`src/hw/rtl/rlpe_pkg.sv`:
```
// Package for the RGB LED serial pulse encoder.
// Holds shared constants, command and register codes, and the config and item types.
// Depends on nothing; the register file, input stage, bit engine and top level import it.
package rlpe_pkg;

	// Pixel format.
	localparam int PIXEL_BYTES = 3;
	localparam int COLOR_W     = 8;
	localparam int WORD_W      = 3 * COLOR_W;
	localparam int BITS_LEFT_W = 5;
	localparam logic [BITS_LEFT_W-1:0] LOAD_BITS_LEFT = BITS_LEFT_W'(PIXEL_BYTES * 8 - 1);

	// Timing register width and configuration port layout.
	localparam int TIME_W      = 16;
	localparam int CFG_DATA_W  = 16;
	localparam int CFG_INDEX_W = 2;

	// Command codes carried by an input transaction.
	localparam logic CMD_TICK = 1'b0;
	localparam logic CMD_LOAD = 1'b1;

	// Configuration register indexes.
	localparam logic [CFG_INDEX_W-1:0] REG_BRIGHTNESS = 2'd0;
	localparam logic [CFG_INDEX_W-1:0] REG_BIT_PERIOD = 2'd1;
	localparam logic [CFG_INDEX_W-1:0] REG_ZERO_HIGH  = 2'd2;
	localparam logic [CFG_INDEX_W-1:0] REG_ONE_HIGH   = 2'd3;

	// Reset values of the configuration registers.
	localparam logic [COLOR_W-1:0] BRIGHTNESS_RST = 8'd255;
	localparam logic [TIME_W-1:0]  BIT_PERIOD_RST = 16'd80;
	localparam logic [TIME_W-1:0]  ZERO_HIGH_RST  = 16'd25;
	localparam logic [TIME_W-1:0]  ONE_HIGH_RST   = 16'd53;

	// Current configuration as seen by the datapath.
	typedef struct packed {
		logic [COLOR_W-1:0] brightness;
		logic [TIME_W-1:0]  bit_period;
		logic [TIME_W-1:0]  zero_high;
		logic [TIME_W-1:0]  one_high;
	} cfg_t;

	// An item after the input register: command and scaled GRB word.
	typedef struct packed {
		logic              cmd;
		logic [WORD_W-1:0] word;
	} item_t;

endpackage

```
`src/hw/rtl/rlpe_if.sv`:
```
// Handshake interfaces for the input and result channels of the pulse encoder.
// Depends on nothing; field widths follow the pixel and result formats.
interface rlpe_in_if;
	logic       valid;
	logic       ready;
	logic       command;
	logic [7:0] red;
	logic [7:0] green;
	logic [7:0] blue;

	modport source (output valid, command, red, green, blue, input ready);
	modport sink (input valid, command, red, green, blue, output ready);
endinterface

interface rlpe_out_if;
	logic valid;
	logic ready;
	logic line_level;
	logic busy_res;
	logic frame_done;

	modport source (output valid, line_level, busy_res, frame_done, input ready);
	modport sink (input valid, line_level, busy_res, frame_done, output ready);
endinterface

```
`src/hw/rtl/rlpe_cfg_regs.sv`:
```
// Configuration register file of the pulse encoder.
// Depends on rlpe_pkg for register codes, reset values and cfg_t.
module rlpe_cfg_regs (
	input  logic                            clk,
	input  logic                            arst_n,
	input  logic                            cfg_we,
	input  logic [rlpe_pkg::CFG_INDEX_W-1:0] cfg_index,
	input  logic [rlpe_pkg::CFG_DATA_W-1:0]  cfg_wdata,
	output rlpe_pkg::cfg_t                  cfg
);
	import rlpe_pkg::*;

	cfg_t cfg_q;

	// Write one register per transaction; the index selects it.
	always_ff @(posedge clk or negedge arst_n) begin
		if (!arst_n) begin
			cfg_q.brightness <= BRIGHTNESS_RST;
			cfg_q.bit_period <= BIT_PERIOD_RST;
			cfg_q.zero_high  <= ZERO_HIGH_RST;
			cfg_q.one_high   <= ONE_HIGH_RST;
		end else if (cfg_we) begin
			unique case (cfg_index)
				REG_BRIGHTNESS: cfg_q.brightness <= cfg_wdata[COLOR_W-1:0];
				REG_BIT_PERIOD: cfg_q.bit_period <= cfg_wdata[TIME_W-1:0];
				REG_ZERO_HIGH:  cfg_q.zero_high  <= cfg_wdata[TIME_W-1:0];
				REG_ONE_HIGH:   cfg_q.one_high   <= cfg_wdata[TIME_W-1:0];
				default: ;
			endcase
		end
	end

	assign cfg = cfg_q;

endmodule

```
`src/hw/rtl/rlpe_input_stage.sv`:
```
// Input register of the pulse encoder: scales the colors and reorders them to GRB.
// Depends on rlpe_pkg and the rlpe_in_if interface.
module rlpe_input_stage (
	input  logic                          clk,
	input  logic                          arst_n,
	rlpe_in_if.sink                       in,
	input  logic [rlpe_pkg::COLOR_W-1:0]  brightness,
	output logic                          item_valid,
	output rlpe_pkg::item_t               item,
	input  logic                          item_take
);
	import rlpe_pkg::*;

	logic                 valid_s1;
	item_t                item_s1;
	logic [2*COLOR_W-1:0] red_prod;
	logic [2*COLOR_W-1:0] green_prod;
	logic [2*COLOR_W-1:0] blue_prod;
	logic                 accept;

	// Brightness scaling: keep the upper byte of each 8x8 product.
	always_comb begin
		red_prod   = {{COLOR_W{1'b0}}, in.red} * {{COLOR_W{1'b0}}, brightness};
		green_prod = {{COLOR_W{1'b0}}, in.green} * {{COLOR_W{1'b0}}, brightness};
		blue_prod  = {{COLOR_W{1'b0}}, in.blue} * {{COLOR_W{1'b0}}, brightness};
	end

	// The register may refill in the same cycle it is emptied.
	assign in.ready = !valid_s1 || item_take;
	assign accept   = in.valid && in.ready;

	always_ff @(posedge clk or negedge arst_n) begin
		if (!arst_n) begin
			valid_s1 <= 1'b0;
		end else if (in.ready) begin
			valid_s1 <= in.valid;
		end
	end

	always_ff @(posedge clk) begin
		if (accept) begin
			item_s1.cmd  <= in.command;
			item_s1.word <= {green_prod[2*COLOR_W-1:COLOR_W],
				red_prod[2*COLOR_W-1:COLOR_W],
				blue_prod[2*COLOR_W-1:COLOR_W]};
		end
	end

	assign item_valid = valid_s1;
	assign item       = item_s1;

endmodule

```
`src/hw/rtl/rlpe_bit_engine.sv`:
```
// Bit timing engine of the pulse encoder: holds the sending state and the result register.
// Depends on rlpe_pkg and the rlpe_out_if interface.
module rlpe_bit_engine (
	input  logic            clk,
	input  logic            arst_n,
	input  rlpe_pkg::cfg_t  cfg,
	input  logic            item_valid,
	input  rlpe_pkg::item_t item,
	output logic            item_take,
	rlpe_out_if.source      out
);
	import rlpe_pkg::*;

	logic [WORD_W-1:0]      pixel_shift_q;
	logic [BITS_LEFT_W-1:0] bits_left_q;
	logic [TIME_W-1:0]      tick_count_q;
	logic                   sending_q;

	logic                   out_valid_q;
	logic                   line_level_q;
	logic                   busy_res_q;
	logic                   frame_done_q;

	logic [TIME_W-1:0]      high_time;
	logic [TIME_W-1:0]      limit;
	logic [TIME_W:0]        tick_next;
	logic                   bit_end;

	logic [WORD_W-1:0]      pixel_shift_d;
	logic [BITS_LEFT_W-1:0] bits_left_d;
	logic [TIME_W-1:0]      tick_count_d;
	logic                   sending_d;
	logic                   line_d;
	logic                   done_d;

	// The result register frees up when empty or when its transaction completes.
	assign item_take = item_valid && (!out_valid_q || out.ready);

	// Bit timing: the bit lasts max(high time, period, 1) ticks.
	always_comb begin
		high_time = pixel_shift_q[WORD_W-1] ? cfg.one_high : cfg.zero_high;
		limit     = (high_time > cfg.bit_period) ? high_time : cfg.bit_period;
		if (limit == '0) begin
			limit = TIME_W'(1);
		end
		tick_next = {1'b0, tick_count_q} + (TIME_W+1)'(1);
		bit_end   = tick_next >= {1'b0, limit};
	end

	// Next state and result for the item in the input register.
	always_comb begin
		pixel_shift_d = pixel_shift_q;
		bits_left_d   = bits_left_q;
		tick_count_d  = tick_count_q;
		sending_d     = sending_q;
		line_d        = 1'b0;
		done_d        = 1'b0;
		if (item.cmd == CMD_LOAD) begin
			// A load while a pixel is going out is dropped.
			if (!sending_q) begin
				pixel_shift_d = item.word;
				bits_left_d   = LOAD_BITS_LEFT;
				tick_count_d  = '0;
				sending_d     = 1'b1;
			end
		end else if (sending_q) begin
			line_d = tick_count_q < high_time;
			if (bit_end) begin
				tick_count_d  = '0;
				pixel_shift_d = {pixel_shift_q[WORD_W-2:0], 1'b0};
				if (bits_left_q == '0) begin
					sending_d = 1'b0;
					done_d    = 1'b1;
				end else begin
					bits_left_d = bits_left_q - BITS_LEFT_W'(1);
				end
			end else begin
				tick_count_d = tick_next[TIME_W-1:0];
			end
		end
	end

	// Control state.
	always_ff @(posedge clk or negedge arst_n) begin
		if (!arst_n) begin
			pixel_shift_q <= '0;
			bits_left_q   <= '0;
			tick_count_q  <= '0;
			sending_q     <= 1'b0;
			out_valid_q   <= 1'b0;
		end else begin
			if (item_take) begin
				pixel_shift_q <= pixel_shift_d;
				bits_left_q   <= bits_left_d;
				tick_count_q  <= tick_count_d;
				sending_q     <= sending_d;
			end
			if (!out_valid_q || out.ready) begin
				out_valid_q <= item_valid;
			end
		end
	end

	// Result register payload.
	always_ff @(posedge clk) begin
		if (item_take) begin
			line_level_q <= line_d;
			busy_res_q   <= sending_d;
			frame_done_q <= done_d;
		end
	end

	assign out.valid      = out_valid_q;
	assign out.line_level = line_level_q;
	assign out.busy_res   = busy_res_q;
	assign out.frame_done = frame_done_q;

endmodule

```
`src/hw/rtl/rgb_led_serial_pulse_encoder_unit.sv`:
```
// Top level of the RGB LED serial pulse encoder.
// Depends on rlpe_pkg, rlpe_if, rlpe_cfg_regs, rlpe_input_stage and rlpe_bit_engine.
//
// The encoder takes one transaction per clock cycle when the result side is not stalled
// and returns exactly one result for each: the item is scaled by the brightness register
// and held in the input register, then the bit timing update runs and loads the result
// register. The update of the bit state (shift word, bits left, tick count) sets the rate.
// A tick transaction advances the pulse timing by one tick; a load transaction starts a new
// GRB pixel unless one is still being sent, in which case it is dropped. Configuration
// registers are written through the plain write port and should only change while no
// transaction is in flight.
module rgb_led_serial_pulse_encoder_unit (
	input  logic                             clk,
	input  logic                             arst_n,
	input  logic                             cfg_we,
	input  logic [rlpe_pkg::CFG_INDEX_W-1:0] cfg_index,
	input  logic [rlpe_pkg::CFG_DATA_W-1:0]  cfg_wdata,
	rlpe_in_if.sink                          in,
	rlpe_out_if.source                       out
);
	import rlpe_pkg::*;

	cfg_t  cfg;
	logic  item_valid;
	item_t item;
	logic  item_take;

	// Configuration registers.
	rlpe_cfg_regs u_cfg_regs (
		.clk       (clk),
		.arst_n    (arst_n),
		.cfg_we    (cfg_we),
		.cfg_index (cfg_index),
		.cfg_wdata (cfg_wdata),
		.cfg       (cfg)
	);

	// Input register with color scaling.
	rlpe_input_stage u_input_stage (
		.clk        (clk),
		.arst_n     (arst_n),
		.in         (in),
		.brightness (cfg.brightness),
		.item_valid (item_valid),
		.item       (item),
		.item_take  (item_take)
	);

	// Bit timing and result register.
	rlpe_bit_engine u_bit_engine (
		.clk        (clk),
		.arst_n     (arst_n),
		.cfg        (cfg),
		.item_valid (item_valid),
		.item       (item),
		.item_take  (item_take),
		.out        (out)
	);

endmodule

```
`src/flat_wrapper.sv`:
```
// flat-port wrapper written by rule: the top's interface ports become plain ports
module rgb_led_serial_pulse_encoder_unit_flat import rlpe_pkg::*;
  (clk, arst_n, cfg_we, cfg_index, cfg_wdata, in_valid, in_command, in_red, in_green, in_blue, in_ready, out_valid, out_line_level, out_busy_res, out_frame_done, out_ready);
  rlpe_in_if in_i ();
  rlpe_out_if out_i ();
  input  logic clk;
  input  logic arst_n;
  input  logic cfg_we;
  input  logic [rlpe_pkg::CFG_INDEX_W-1:0] cfg_index;
  input  logic [rlpe_pkg::CFG_DATA_W-1:0] cfg_wdata;
  input wire logic [$bits(in_i.valid)-1:0] in_valid;
  input wire logic [$bits(in_i.command)-1:0] in_command;
  input wire logic [$bits(in_i.red)-1:0] in_red;
  input wire logic [$bits(in_i.green)-1:0] in_green;
  input wire logic [$bits(in_i.blue)-1:0] in_blue;
  output wire logic [$bits(in_i.ready)-1:0] in_ready;
  output wire logic [$bits(out_i.valid)-1:0] out_valid;
  output wire logic [$bits(out_i.line_level)-1:0] out_line_level;
  output wire logic [$bits(out_i.busy_res)-1:0] out_busy_res;
  output wire logic [$bits(out_i.frame_done)-1:0] out_frame_done;
  input wire logic [$bits(out_i.ready)-1:0] out_ready;
  assign in_i.valid = in_valid;
  assign in_i.command = in_command;
  assign in_i.red = in_red;
  assign in_i.green = in_green;
  assign in_i.blue = in_blue;
  assign in_ready = in_i.ready;
  assign out_valid = out_i.valid;
  assign out_line_level = out_i.line_level;
  assign out_busy_res = out_i.busy_res;
  assign out_frame_done = out_i.frame_done;
  assign out_i.ready = out_ready;
  rgb_led_serial_pulse_encoder_unit u_core (.clk(clk), .arst_n(arst_n), .cfg_we(cfg_we), .cfg_index(cfg_index), .cfg_wdata(cfg_wdata), .in(in_i), .out(out_i));
endmodule
```
`config.mk`:
```
export PLATFORM = sky130hd
export DESIGN_NAME = rgb_led_serial_pulse_encoder_unit_flat
export DESIGN_NICKNAME = d
export VERILOG_FILES = /design/src/hw/rtl/rlpe_pkg.sv /design/src/hw/rtl/rlpe_if.sv /design/src/hw/rtl/rlpe_cfg_regs.sv /design/src/hw/rtl/rlpe_input_stage.sv /design/src/hw/rtl/rlpe_bit_engine.sv /design/src/hw/rtl/rgb_led_serial_pulse_encoder_unit.sv /design/src/flat_wrapper.sv
export SDC_FILE = /design/constraint.sdc
export NUM_CORES = 1
export LEC_CHECK = 0
export ABC_CLOCK_PERIOD_IN_PS = 5700
export BUFFER_PORTS_ARGS = -buffer_cell sky130_fd_sc_hd__buf_2
export CORE_MARGIN = 5
export CORE_UTILIZATION = 35
export DETAILED_ROUTE_END_ITERATION = 10
export SLEW_MARGIN = 20
export SYNTH_ARGS = -nofsm -noshare
export SYNTH_HDL_FRONTEND = slang
export SYNTH_SLANG_ARGS = --single-unit
```
`constraint.sdc`:
```
create_clock -name clk -period 5.7 [get_ports clk]
set_clock_uncertainty 0.05 [all_clocks]
set_input_delay 0.57 -clock clk [delete_from_list [all_inputs] [get_ports clk]]
set_output_delay 0.57 -clock clk [all_outputs]
set_load 0.02 [all_outputs]
```
After elaboration in Yosys (flattened, before gate mapping) --
Cells that the tools add are included. W data, S select, Z words.
Word-level totals: output and inout port bits 5, bits of input ports 48, flip-flop bits (word level) 132
Cells by class: equal/unequal tests 5, multiplexer cells 21, multipliers 3, reductions and logical operators 20, $lt $le $gt $ge 3, bitwise logic cells 2, add/subtract/negate cells 2
Operators by type and width (count):
- $mux W16 | 7
- $mux W24 | 4
- $mul A8 B8 Y16 | 3
- $mux W5 | 5
- $add A16 B1 Y17 const B | 1
- $ge A17 B16 Y1 | 1
- $gt A16 B16 Y1 | 1
- $logic_not A16 Y1 | 1
- $lt A16 B16 Y1 | 1
- $reduce_and A2 Y1 | 4
- $logic_not A5 Y1 | 1
- $mux W1 | 5
- $reduce_and A5 Y1 | 1
- $sub A5 B1 Y5 const B | 1
- $eq A2 B2 Y1 const B | 2
- $reduce_and A4 Y1 | 1
- $reduce_bool A2 Y1 | 2
- $reduce_and A3 Y1 | 1
- $reduce_or A3 Y1 | 1
- $eq A2 B1 Y1 const B | 1
- $logic_and A1 B1 Y1 | 2
- $logic_not A1 Y1 | 2
- $logic_not A2 Y1 | 1
- $logic_or A1 B1 Y1 | 2
- 4 further kinds | 5

Depth between registers and ports, before layout --
Gate-level depths: netlist of run 1.
depth after elaboration 9, depth in mapped cells 23, gate-level depth less buffers 18

By module --
From an unflattened synthesis of run 1, not the netlist that was laid out.
Second synthesis, totals: cells, all modules 1392, area total of the unflattened synthesis 13551.7 um^2
Modules (own cells, without submodules):
- rlpe_input_stage | times used 1, cells each 749, area each 6936.7 um^2
- rlpe_bit_engine | times used 1, cells each 524, area each 4484.3 um^2
- rlpe_cfg_regs | times used 1, cells each 119, area each 2130.8 um^2

Worst setup path after synthesis of run 1 --
OpenSTA, ideal clock, no wires.
path type reg2reg, start point reg u_core.u_cfg_regs.cfg[55] (netlist name), end point reg u_core.u_input_stage.item_s1, in the netlist u_core.u_input_stage.item[23], data pin, path buffers 1, clock period less this slack 4.834 ns, arrival 4.524 ns, setup slack 0.866 ns, stages on the path, launching flop included 16, cells stage by stage dfstp_2 clkbuf_1 nand2_1 fa_1 fa_1 inv_1 fa_1 fa_1 ha_1 a2111oi_0 o21ai_0 nand2_1 o211ai_1 a31o_2 a21oi_1 xnor2_1
Between the ends: cells in the longest elaborated chain, start to end 1
RTL lines:
- $mul A8 B8 Y16 | RTL line rlpe_input_stage.sv:24 | green_prod = {{COLOR_W{1'b0}}, in.green} * {{COLOR_W{1'b0}}, brightness};
- via u_core.u_input_stage.green_prod[15] | RTL line rlpe_input_stage.sv:17 | logic [2*COLOR_W-1:0] green_prod;
- end: declaration | RTL line rlpe_input_stage.sv:15 | item_t item_s1;
The timed path passes the listed nets, and every way through them passes these cells. A chain may end at the register's enable or synchronous reset.

Worst setup path after layout of run 1 --
start point reg u_core.u_bit_engine.pixel_shift_q[23], end point reg u_core.u_bit_engine.tick_count_q[0]
Between the ends: cells in the longest elaborated chain, start to end 9
RTL lines:
- start: declaration | RTL line rlpe_bit_engine.sv:14 | logic [WORD_W-1:0] pixel_shift_q;
- start signal: assignment | RTL line rlpe_bit_engine.sv:93 | pixel_shift_q <= pixel_shift_d;
- $mux W16 (*) | RTL line rlpe_bit_engine.sv:41 | high_time = pixel_shift_q[WORD_W-1] ? cfg.one_high : cfg.zero_high;
- $gt A16 B16 Y1 | RTL line rlpe_bit_engine.sv:42 | limit = (high_time > cfg.bit_period) ? high_time : cfg.bit_period;
- $mux W16 (*) | RTL line rlpe_bit_engine.sv:42
- $logic_not A16 Y1 | RTL line rlpe_bit_engine.sv:43 | if (limit == '0) begin
- $mux W16 (*) | RTL line rlpe_bit_engine.sv:43
- $ge A17 B16 Y1 (*) | RTL line rlpe_bit_engine.sv:47 | bit_end = tick_next >= {1'b0, limit};
- $mux W16 (*) | RTL line rlpe_bit_engine.sv:68 | if (bit_end) begin
- $mux W16 (*) | RTL line rlpe_bit_engine.sv:66 | end else if (sending_q) begin
- $mux W16 (*) | RTL line rlpe_bit_engine.sv:58 | if (item.cmd == CMD_LOAD) begin
- end signal: assignment | RTL line rlpe_bit_engine.sv:95 | tick_count_q <= tick_count_d;
- end: declaration | RTL line rlpe_bit_engine.sv:16 | logic [TIME_W-1:0] tick_count_q;
Every way passes the cells marked *; elsewhere a longest branch is shown, timed or not. The select of a mux whose other input is x is not followed.

==> results of run 1 <==
-- metal layers --
metal | up-vias | global-route usage (%) | wire [µm]
met1 | 4456 | 19.9 | 13500
met5 | - | 0 | 0
li1 | 4333 | - | -
met4 | 0 | 3.82 | 405
met3 | 27 | 2.41 | 768
met2 | 125 | 26.3 | 14100
-- layout by cell type (no fill, tap or decap), types with 18 or more instances in the layout --
cell	synthesis	routed
fa_1	105	105
inv_1	169	169
dfrtp_1	87	87
nand2_1	133	133
mux2_2	61	61
buf_2	5	51
mux2i_1	29	29
a21oi_1	52	52
ha_1	151	151
clkbuf_16	0	18
o21ai_0	25	25
edfxtp_1	28	28
o22ai_1	47	47
nor2_1	26	26
xnor2_1	25	25
and2_1	101	101
-- worst max path at each step --
| stage | slack, ns | endpoint | cells after the start |
|---|---|---|---|
| 6_report | 0.43 | u_core.u_bit_engine.tick_count_q[0] | 19 |
| 5_1_grt | 0.11 | u_core.u_bit_engine.tick_count_q[12] | 18 |
| 4_1_cts | 0.43 | u_core.u_input_stage.item[23] | 14 |
| 3_5_place_dp | 0.44 | u_core.u_input_stage.item[23] | 14 |
| 3_3_place_gp | 0.45 | u_core.u_input_stage.item[23] | 14 |
| 2_1_floorplan | 0.87 | u_core.u_input_stage.item[23] | 15 |
-- stage by stage --
step,cells,hold slack (ns)
floorplan,1257,0.224
global placement,1742,0.442
detailed placement,1743,0.443
CTS,1775,0.255
global route,1775,0.285
finish,1775,0.217
-- where the power goes --
group	internal [mW]	switching (mW)	total [mW]
Sequential	1.34	0.208	1.55
Clock	0.684	0.427	1.11
Combinational	1.56	1.84	3.40
-- sequential cells by signal (all words and copies together), names as in the netlist, 5 cells and up --
name / flops
u_core.u_bit_engine.bits_left_q: 5
u_core.u_input_stage.item: 25
u_core.u_cfg_regs.cfg: 56
u_core.u_bit_engine.pixel_shift_q: 24
u_core.u_bit_engine.tick_count_q: 16
-- worst max-delay path, delay by kind of cell (launching register included) --
kind / cells / cell delay, ns
flip-flops: 1 / 0.80
buffers and inverters: 2 / 0.35
AO/OA/AOI/OAI: 10 / 1.75
AND/OR/NAND/NOR: 2 / 0.65
multiplexers: 3 / 0.92
adder cells (fa/ha/maj): 2 / 0.63
-- synth_stat cells (all sizes together) (10+ instances only) --
master | count | area share, %
a21o | 10 | 0.60
a21oi | 52 | 2.1
and2 | 101 | 5.0
buf | 12 | 0.62
clkbuf | 32 | 0.96
dfrtp | 87 | 17
dfstp | 17 | 3.6
edfxtp | 28 | 6.7
fa | 105 | 17
ha | 151 | 15
inv | 169 | 5.1
mux2 | 61 | 5.5
mux2i | 29 | 2.3
nand2 | 133 | 4.0
nand3 | 16 | 0.64
nand4 | 11 | 0.60
nor2 | 29 | 1.0
o21ai | 38 | 1.8
o22ai | 47 | 2.3
xnor2 | 25 | 1.7
xor2 | 12 | 0.84
-- layout make-up --
cell class	count	area, µm²
Sequential cell	132	3460
Tap cell	461	577
Fill cell	3524	21600
Clock inverter	11	124
Clock buffer	21	472
Multi-Input combinational cell	912	8240
Inverter	169	634
Timing Repair Buffer	69	398
-- logic make-up after synthesis --
kind of cell	count (synthesis)
compound gates	187
xor+xnor	37
fa+ha+maj	256
buf+inv	213
flops	132
mux	90
simple gates	342
==> run_results.csv, run 1 <==
group,metric,value,unit
outcome,status,"finished clean",
cells_and_area,finalInstanceArea,0.0139,mm²
sta,fmaxAchievable,190,MHz
clock_tree,cts_root_buf,"clkbuf_16",
grt,grt_antenna_before_repair,1,
cells_and_area,drive_gt1_share,15.0,%
floorplan,io_pins,53,
clock_tree,clkSlewWorstSetupHoldPaths,0.06,ns
sta,slew_viol_final,0,
power_and_ir_drop,power_density,436,mW/mm²
clock_tree,cts-buffers-inserted,17,
synthesis,syn_avg_cell_area,9.98,µm²
worst_setup_path,cpPeakStageDelay,0.80,ns
place,placed_area,0.0133,mm²
power_and_ir_drop,report.power.total,6.06,mW
grt,grt_pass1_wl,48500,µm
cells_and_area,area.growth.synth_to_final,10.9,%
drt,dr.pass1.iters,5,
floorplan,core,0.0355,mm²
sta,fin_ws,0.432,ns
sta,fin_tns_setup,0,ns
worst_setup_path,setup.worst_path.class,"reg2reg",
worst_setup_path,path_cells,"mux2i_1 -> inv_1 -> ha_1 -> a21o_1 -> a21o_1 -> a21oi_1 -> o21a_1 -> o211ai_1 -> o21a_1 -> buf_4 -> mux2i_1 -> ha_1 -> o211ai_1 -> o21ai_0 -> a31oi_1 -> a31oi_1 -> or3_1 -> nor2_4 -> mux2_2",
sta,fin_crit_sh,92.4,%
sta,tightest_slew,0.981,ns
drt,wire_per_inst,16.2,µm
cells_and_area,utilization,39.2,%
drt,via_per_inst,5.04,
power_and_ir_drop,p_leak,6.73,nW
place,pre_cts_ws,0.443,ns
worst_setup_path,slowest_stage,"dfrtp_1",
run,maxCapViolations,0,
clock_tree,cts-resized-gates,0,
clock_tree,postCtsSetupBuffers,0,
worst_setup_path,required,5.96,ns
hold_path,hold_class,"in2async",
synthesis,yosysUniqueCellTypes,65,
floorplan,die_w,199,µm
synthesis,synth_top_family_by_area,"adder cells",
worst_setup_path,cp-startpoint,"u_core.u_bit_engine.pixel_shift_q[23]",
sta,max_slew_margin,34.4,%
synthesis,yosys_warnings,0,
clock_tree,cts_hold_buf,0,
synthesis,synth_mux_area_share,7.79,%
synthesis,synth_adder_area_share,31.8,%
clock_tree,cts.sinks,132,
floorplan,dieArea,0.0397,mm²
cells_and_area,antenna_cells,0,
synthesis,ys_async_sr_fraction,78.8,%
cells_and_area,finalNetCount,1605,
drt,antenna_left,0,
floorplan,initial_core_util,35.3,%
place,place_congestion,0.849,
drt,first_iter_violations,413,
floorplan,rows,69,
floorplan,fp.dieH,199,µm
drt,via_count,8941,
grt,grt_pass1_vias,9492,
worst_setup_path,reg2reg_from,"u_core.u_bit_engine.pixel_shift_q[23]",
place,hpwl,22200,µm
synthesis,synthSimpleGateAreaFrac,14.1,%
worst_setup_path,arrival,5.52,ns
worst_setup_path,critPathMaxFanout,16,
sta,hold_viol_final,0,
synthesis,synth_compound_area_share,9.44,%
synthesis,ys.flop_type,"dfrtp_1",
synthesis,synth-xor-area-share,2.58,%
clock_tree,clock_latency,0.42,ns
synthesis,syn_inst,1257,
sta,setup_violations,0,
worst_setup_path,end_kind,"register",
power_and_ir_drop,ir_drop,219,µV
worst_setup_path,start_kind,"register",
synthesis,syn_nets,1561,
place,port_buffers,52,
synthesis,ys_seq_area_share,27.6,%
clock_tree,cts_buffer_depth,2,
worst_setup_path,rr_endpoint,"u_core.u_bit_engine.tick_count_q[0]",
synthesis,synth_edf_count,28,
clock_tree,htreeDepth,4,
synthesis,ys_seq_elements,132,
sta,rsz0062_at_grt,"no",
drt,drc_errors,0,
worst_setup_path,ff2ff_setup_slack,0.43,ns
drt,routed_wl,28700,µm
synthesis,netlist_area,0.0125,mm²
grt,grt_max_degree,65,
grt,grt_usage,15.2,%
sta,finalCriticalPeriod,5.27,ns
grt,grt_overflow,0,
clock_tree,cts_tree,"built",
worst_setup_path,r2r_cells,19,
Power figures use the tool's default switching activity.
==> inputs of run 2 (changes only) <==
--- a/config.mk
+++ b/config.mk
@@ -6,8 +6,8 @@
 export NUM_CORES = 1
 export LEC_CHECK = 0
 export ABC_CLOCK_PERIOD_IN_PS = 5700
-export BUFFER_PORTS_ARGS = -buffer_cell sky130_fd_sc_hd__buf_2
-export CORE_MARGIN = 5
+export BUFFER_PORTS_ARGS = -buffer_cell sky130_fd_sc_hd__buf_4
+export CORE_MARGIN = 2
 export CORE_UTILIZATION = 35
 export DETAILED_ROUTE_END_ITERATION = 10
 export SLEW_MARGIN = 20
==> run 2 against run 1 <==
  * Die area down 5.9%
  * Maximum frequency down 0.11%
  * Worst setup slack worse by 0.0059 ns
  * Clock-buffer cell count down 3
  * Critical path type unchanged
==> run_results.csv, run 2 (synthesis gave the netlist of run 1 again) <==
group,metric,value,unit
worst_setup_path,cpPeakStageDelay,0.96,ns
hold_path,hold_class,"in2async",
worst_setup_path,slowest_stage,"dfrtp_1",
drt,drc_errors,0,
worst_setup_path,required,5.98,ns
clock_tree,cts.sinks,132,
clock_tree,htreeDepth,4,
floorplan,rows,69,
grt,grt_pass1_vias,9295,
cells_and_area,layout_common_cells,"inv_1, ha_1, nand2_1",
grt,grt_pass1_wl,48500,µm
sta,finalCriticalPeriod,5.27,ns
sta,fin_tns_setup,0,ns
floorplan,initial_core_util,35.4,%
drt,antenna_left,0,
worst_setup_path,crit_buf_inv,3,
grt,grt_antenna_before_repair,0,
run,maxCapViolations,0,
sta,setup_violations,0,
clock_tree,postCtsSetupBuffers,0,
clock_tree,cts_root_buf,"clkbuf_16",
cells_and_area,n_fill_cell,3479,
worst_setup_path,setup.worst_path.class,"reg2reg",
sta,max_slew_margin,35.6,%
worst_setup_path,crit_family,"compound AO/OA/AOI/OAI gates",
grt,grt_max_degree,55,
outcome,status,"finished clean",
clock_tree,cts_tree,"built",
place,hpwl,21900,µm
sta,rsz0062_at_grt,"no",
worst_setup_path,critPathMaxFanout,17,
cells_and_area,final_common_cell,"inv_1",
power_and_ir_drop,p_leak,6.77,nW
clock_tree,cts_hold_buf,0,
clock_tree,cts-resized-gates,0,
floorplan,core,0.0354,mm²
floorplan,fp.dieH,193,µm
power_and_ir_drop,report.power.total,6.08,mW
clock_tree,cts-buffers-inserted,17,
place,port_buffers,52,
sta,slew_viol_final,0,
sta,hold_ws,0.110,ns
cells_and_area,antenna_cells,0,
cells_and_area,largest_reg_flops,56,
place,place_congestion,0.821,
floorplan,die_w,193,µm
worst_setup_path,path_cells,"mux2i_1 -> inv_1 -> ha_1 -> nand4_1 -> nor2_1 -> nand3_1 -> o211ai_1 -> o21a_1 -> buf_4 -> mux2i_1 -> ha_1 -> a211oi_1 -> o21ai_0 -> a31oi_1 -> a31oi_1 -> or3_1 -> buf_4 -> o22ai_1",
grt,grt_usage,15.8,%
worst_setup_path,arrival,5.55,ns
floorplan,dieArea,0.0374,mm²
drt,via_count,8864,
worst_setup_path,end_kind,"register",
clock_tree,clkSlewWorstSetupHoldPaths,0.06,ns
cells_and_area,finalNetCount,1604,
sta,fmaxAchievable,190,MHz
drt,routed_wl,28400,µm
drt,first_iter_violations,374,
clock_tree,clock_latency,0.42,ns
sta,tightest_slew,0.965,ns
drt,dr.pass1.iters,5,
power_and_ir_drop,ir_drop,231,µV
floorplan,io_pins,53,
cells_and_area,drive_gt1_share,15.2,%
drt,wire_per_inst,16.0,µm
clock_tree,cts_buffer_depth,2,
worst_setup_path,start_kind,"register",
drt,via_per_inst,5.00,
sta,fin_crit_sh,92.5,%
grt,grt_overflow,0,
sta,hold_viol_final,0,
power_and_ir_drop,power_density,434,mW/mm²
cells_and_area,area.growth.synth_to_final,11.8,%
-- run 2: cell types whose count changed in the layout (fill, tap and decap cells not counted), sizes merged --
cell | before | now
clkbuf | 21 | 18
buf | 69 | 68
inv | 172 | 174
clkinvlp | 1 | 2
-- run 2: metrics by stage --
step | util, % | std cells | area (µm²) | setup WS (ns)
2_1_floorplan | - | 1257 | 12500 | 0.866
3_3_place_gp | 37.9 | 1742 | 13400 | 0.635
3_5_place_dp | 37.9 | 1742 | 13400 | 0.552
4_1_cts | 39.6 | 1774 | 14000 | 0.455
5_1_grt | 39.6 | 1774 | 14000 | 0.137
6_report | 39.6 | 1774 | 14000 | 0.426
-- run 2: path summary, 6_finish.rpt --
path | startpoint | end | slack (ns) | cells past startpoint
setup / recovery | u_core.u_bit_engine.pixel_shift_q[23] | u_core.u_bit_engine.tick_count_q[14] | 0.43 | 18
hold / removal | arst_n | u_core.u_cfg_regs.cfg[41] | 0.11 | 1
setup reg to reg | u_core.u_bit_engine.pixel_shift_q[23] | u_core.u_bit_engine.tick_count_q[14] | 0.43 | 18
hold reg to reg | u_core.u_cfg_regs.cfg[11] | u_core.u_cfg_regs.cfg[11] | 0.46 | 1
max in group asynchronous | arst_n | u_core.u_bit_engine.pixel_shift_q[7] | 4.28 | 2
min in group clk | in_command | u_core.u_input_stage.item[24] | 0.29 | 1
-- run 2: report_power, final --
part | switching [mW] | total, mW | internal (mW)
Clock | 0.449 | 1.11 | 0.661
Combinational | 1.84 | 3.42 | 1.58
Sequential | 0.213 | 1.55 | 1.34
-- run 2: cell type report --
type | count | area, µm² | area share (%)
Clock buffer | 18 | 439 | 3.13
Timing Repair Buffer | 68 | 510 | 3.64
Sequential cell | 132 | 3460 | 24.7
Inverter | 169 | 634 | 4.52
Tap cell | 461 | 577 | 4.11
Clock inverter | 14 | 150 | 1.07
Multi-Input combinational cell | 912 | 8240 | 58.8
-- run 2: worst register-to-register path, cell delays in order (launching register included) --
cell and delay [ns]:
dfrtp_1 0.96, mux2i_1 0.50, inv_1 0.11, ha_1 0.29, nand4_1 0.12, nor2_1 0.17, nand3_1 0.13, o211ai_1 0.20
o21a_1 0.16, buf_4 0.27, mux2i_1 0.25, ha_1 0.27, a211oi_1 0.22, o21ai_0 0.14, a31oi_1 0.19, a31oi_1 0.19
or3_1 0.56, buf_4 0.28, o22ai_1 0.12
-- run 2: per-layer routing --
| metal | routed length, µm | vias up | global-route usage [%] |
|---|---|---|---|
| met4 | 250 | 0 | 2.91 |
| li1 | - | 4323 | - |
| met2 | 13800 | 103 | 27.1 |
| met5 | 0 | - | 0 |
| met3 | 515 | 19 | 1.90 |
| met1 | 13900 | 4419 | 21.7 |
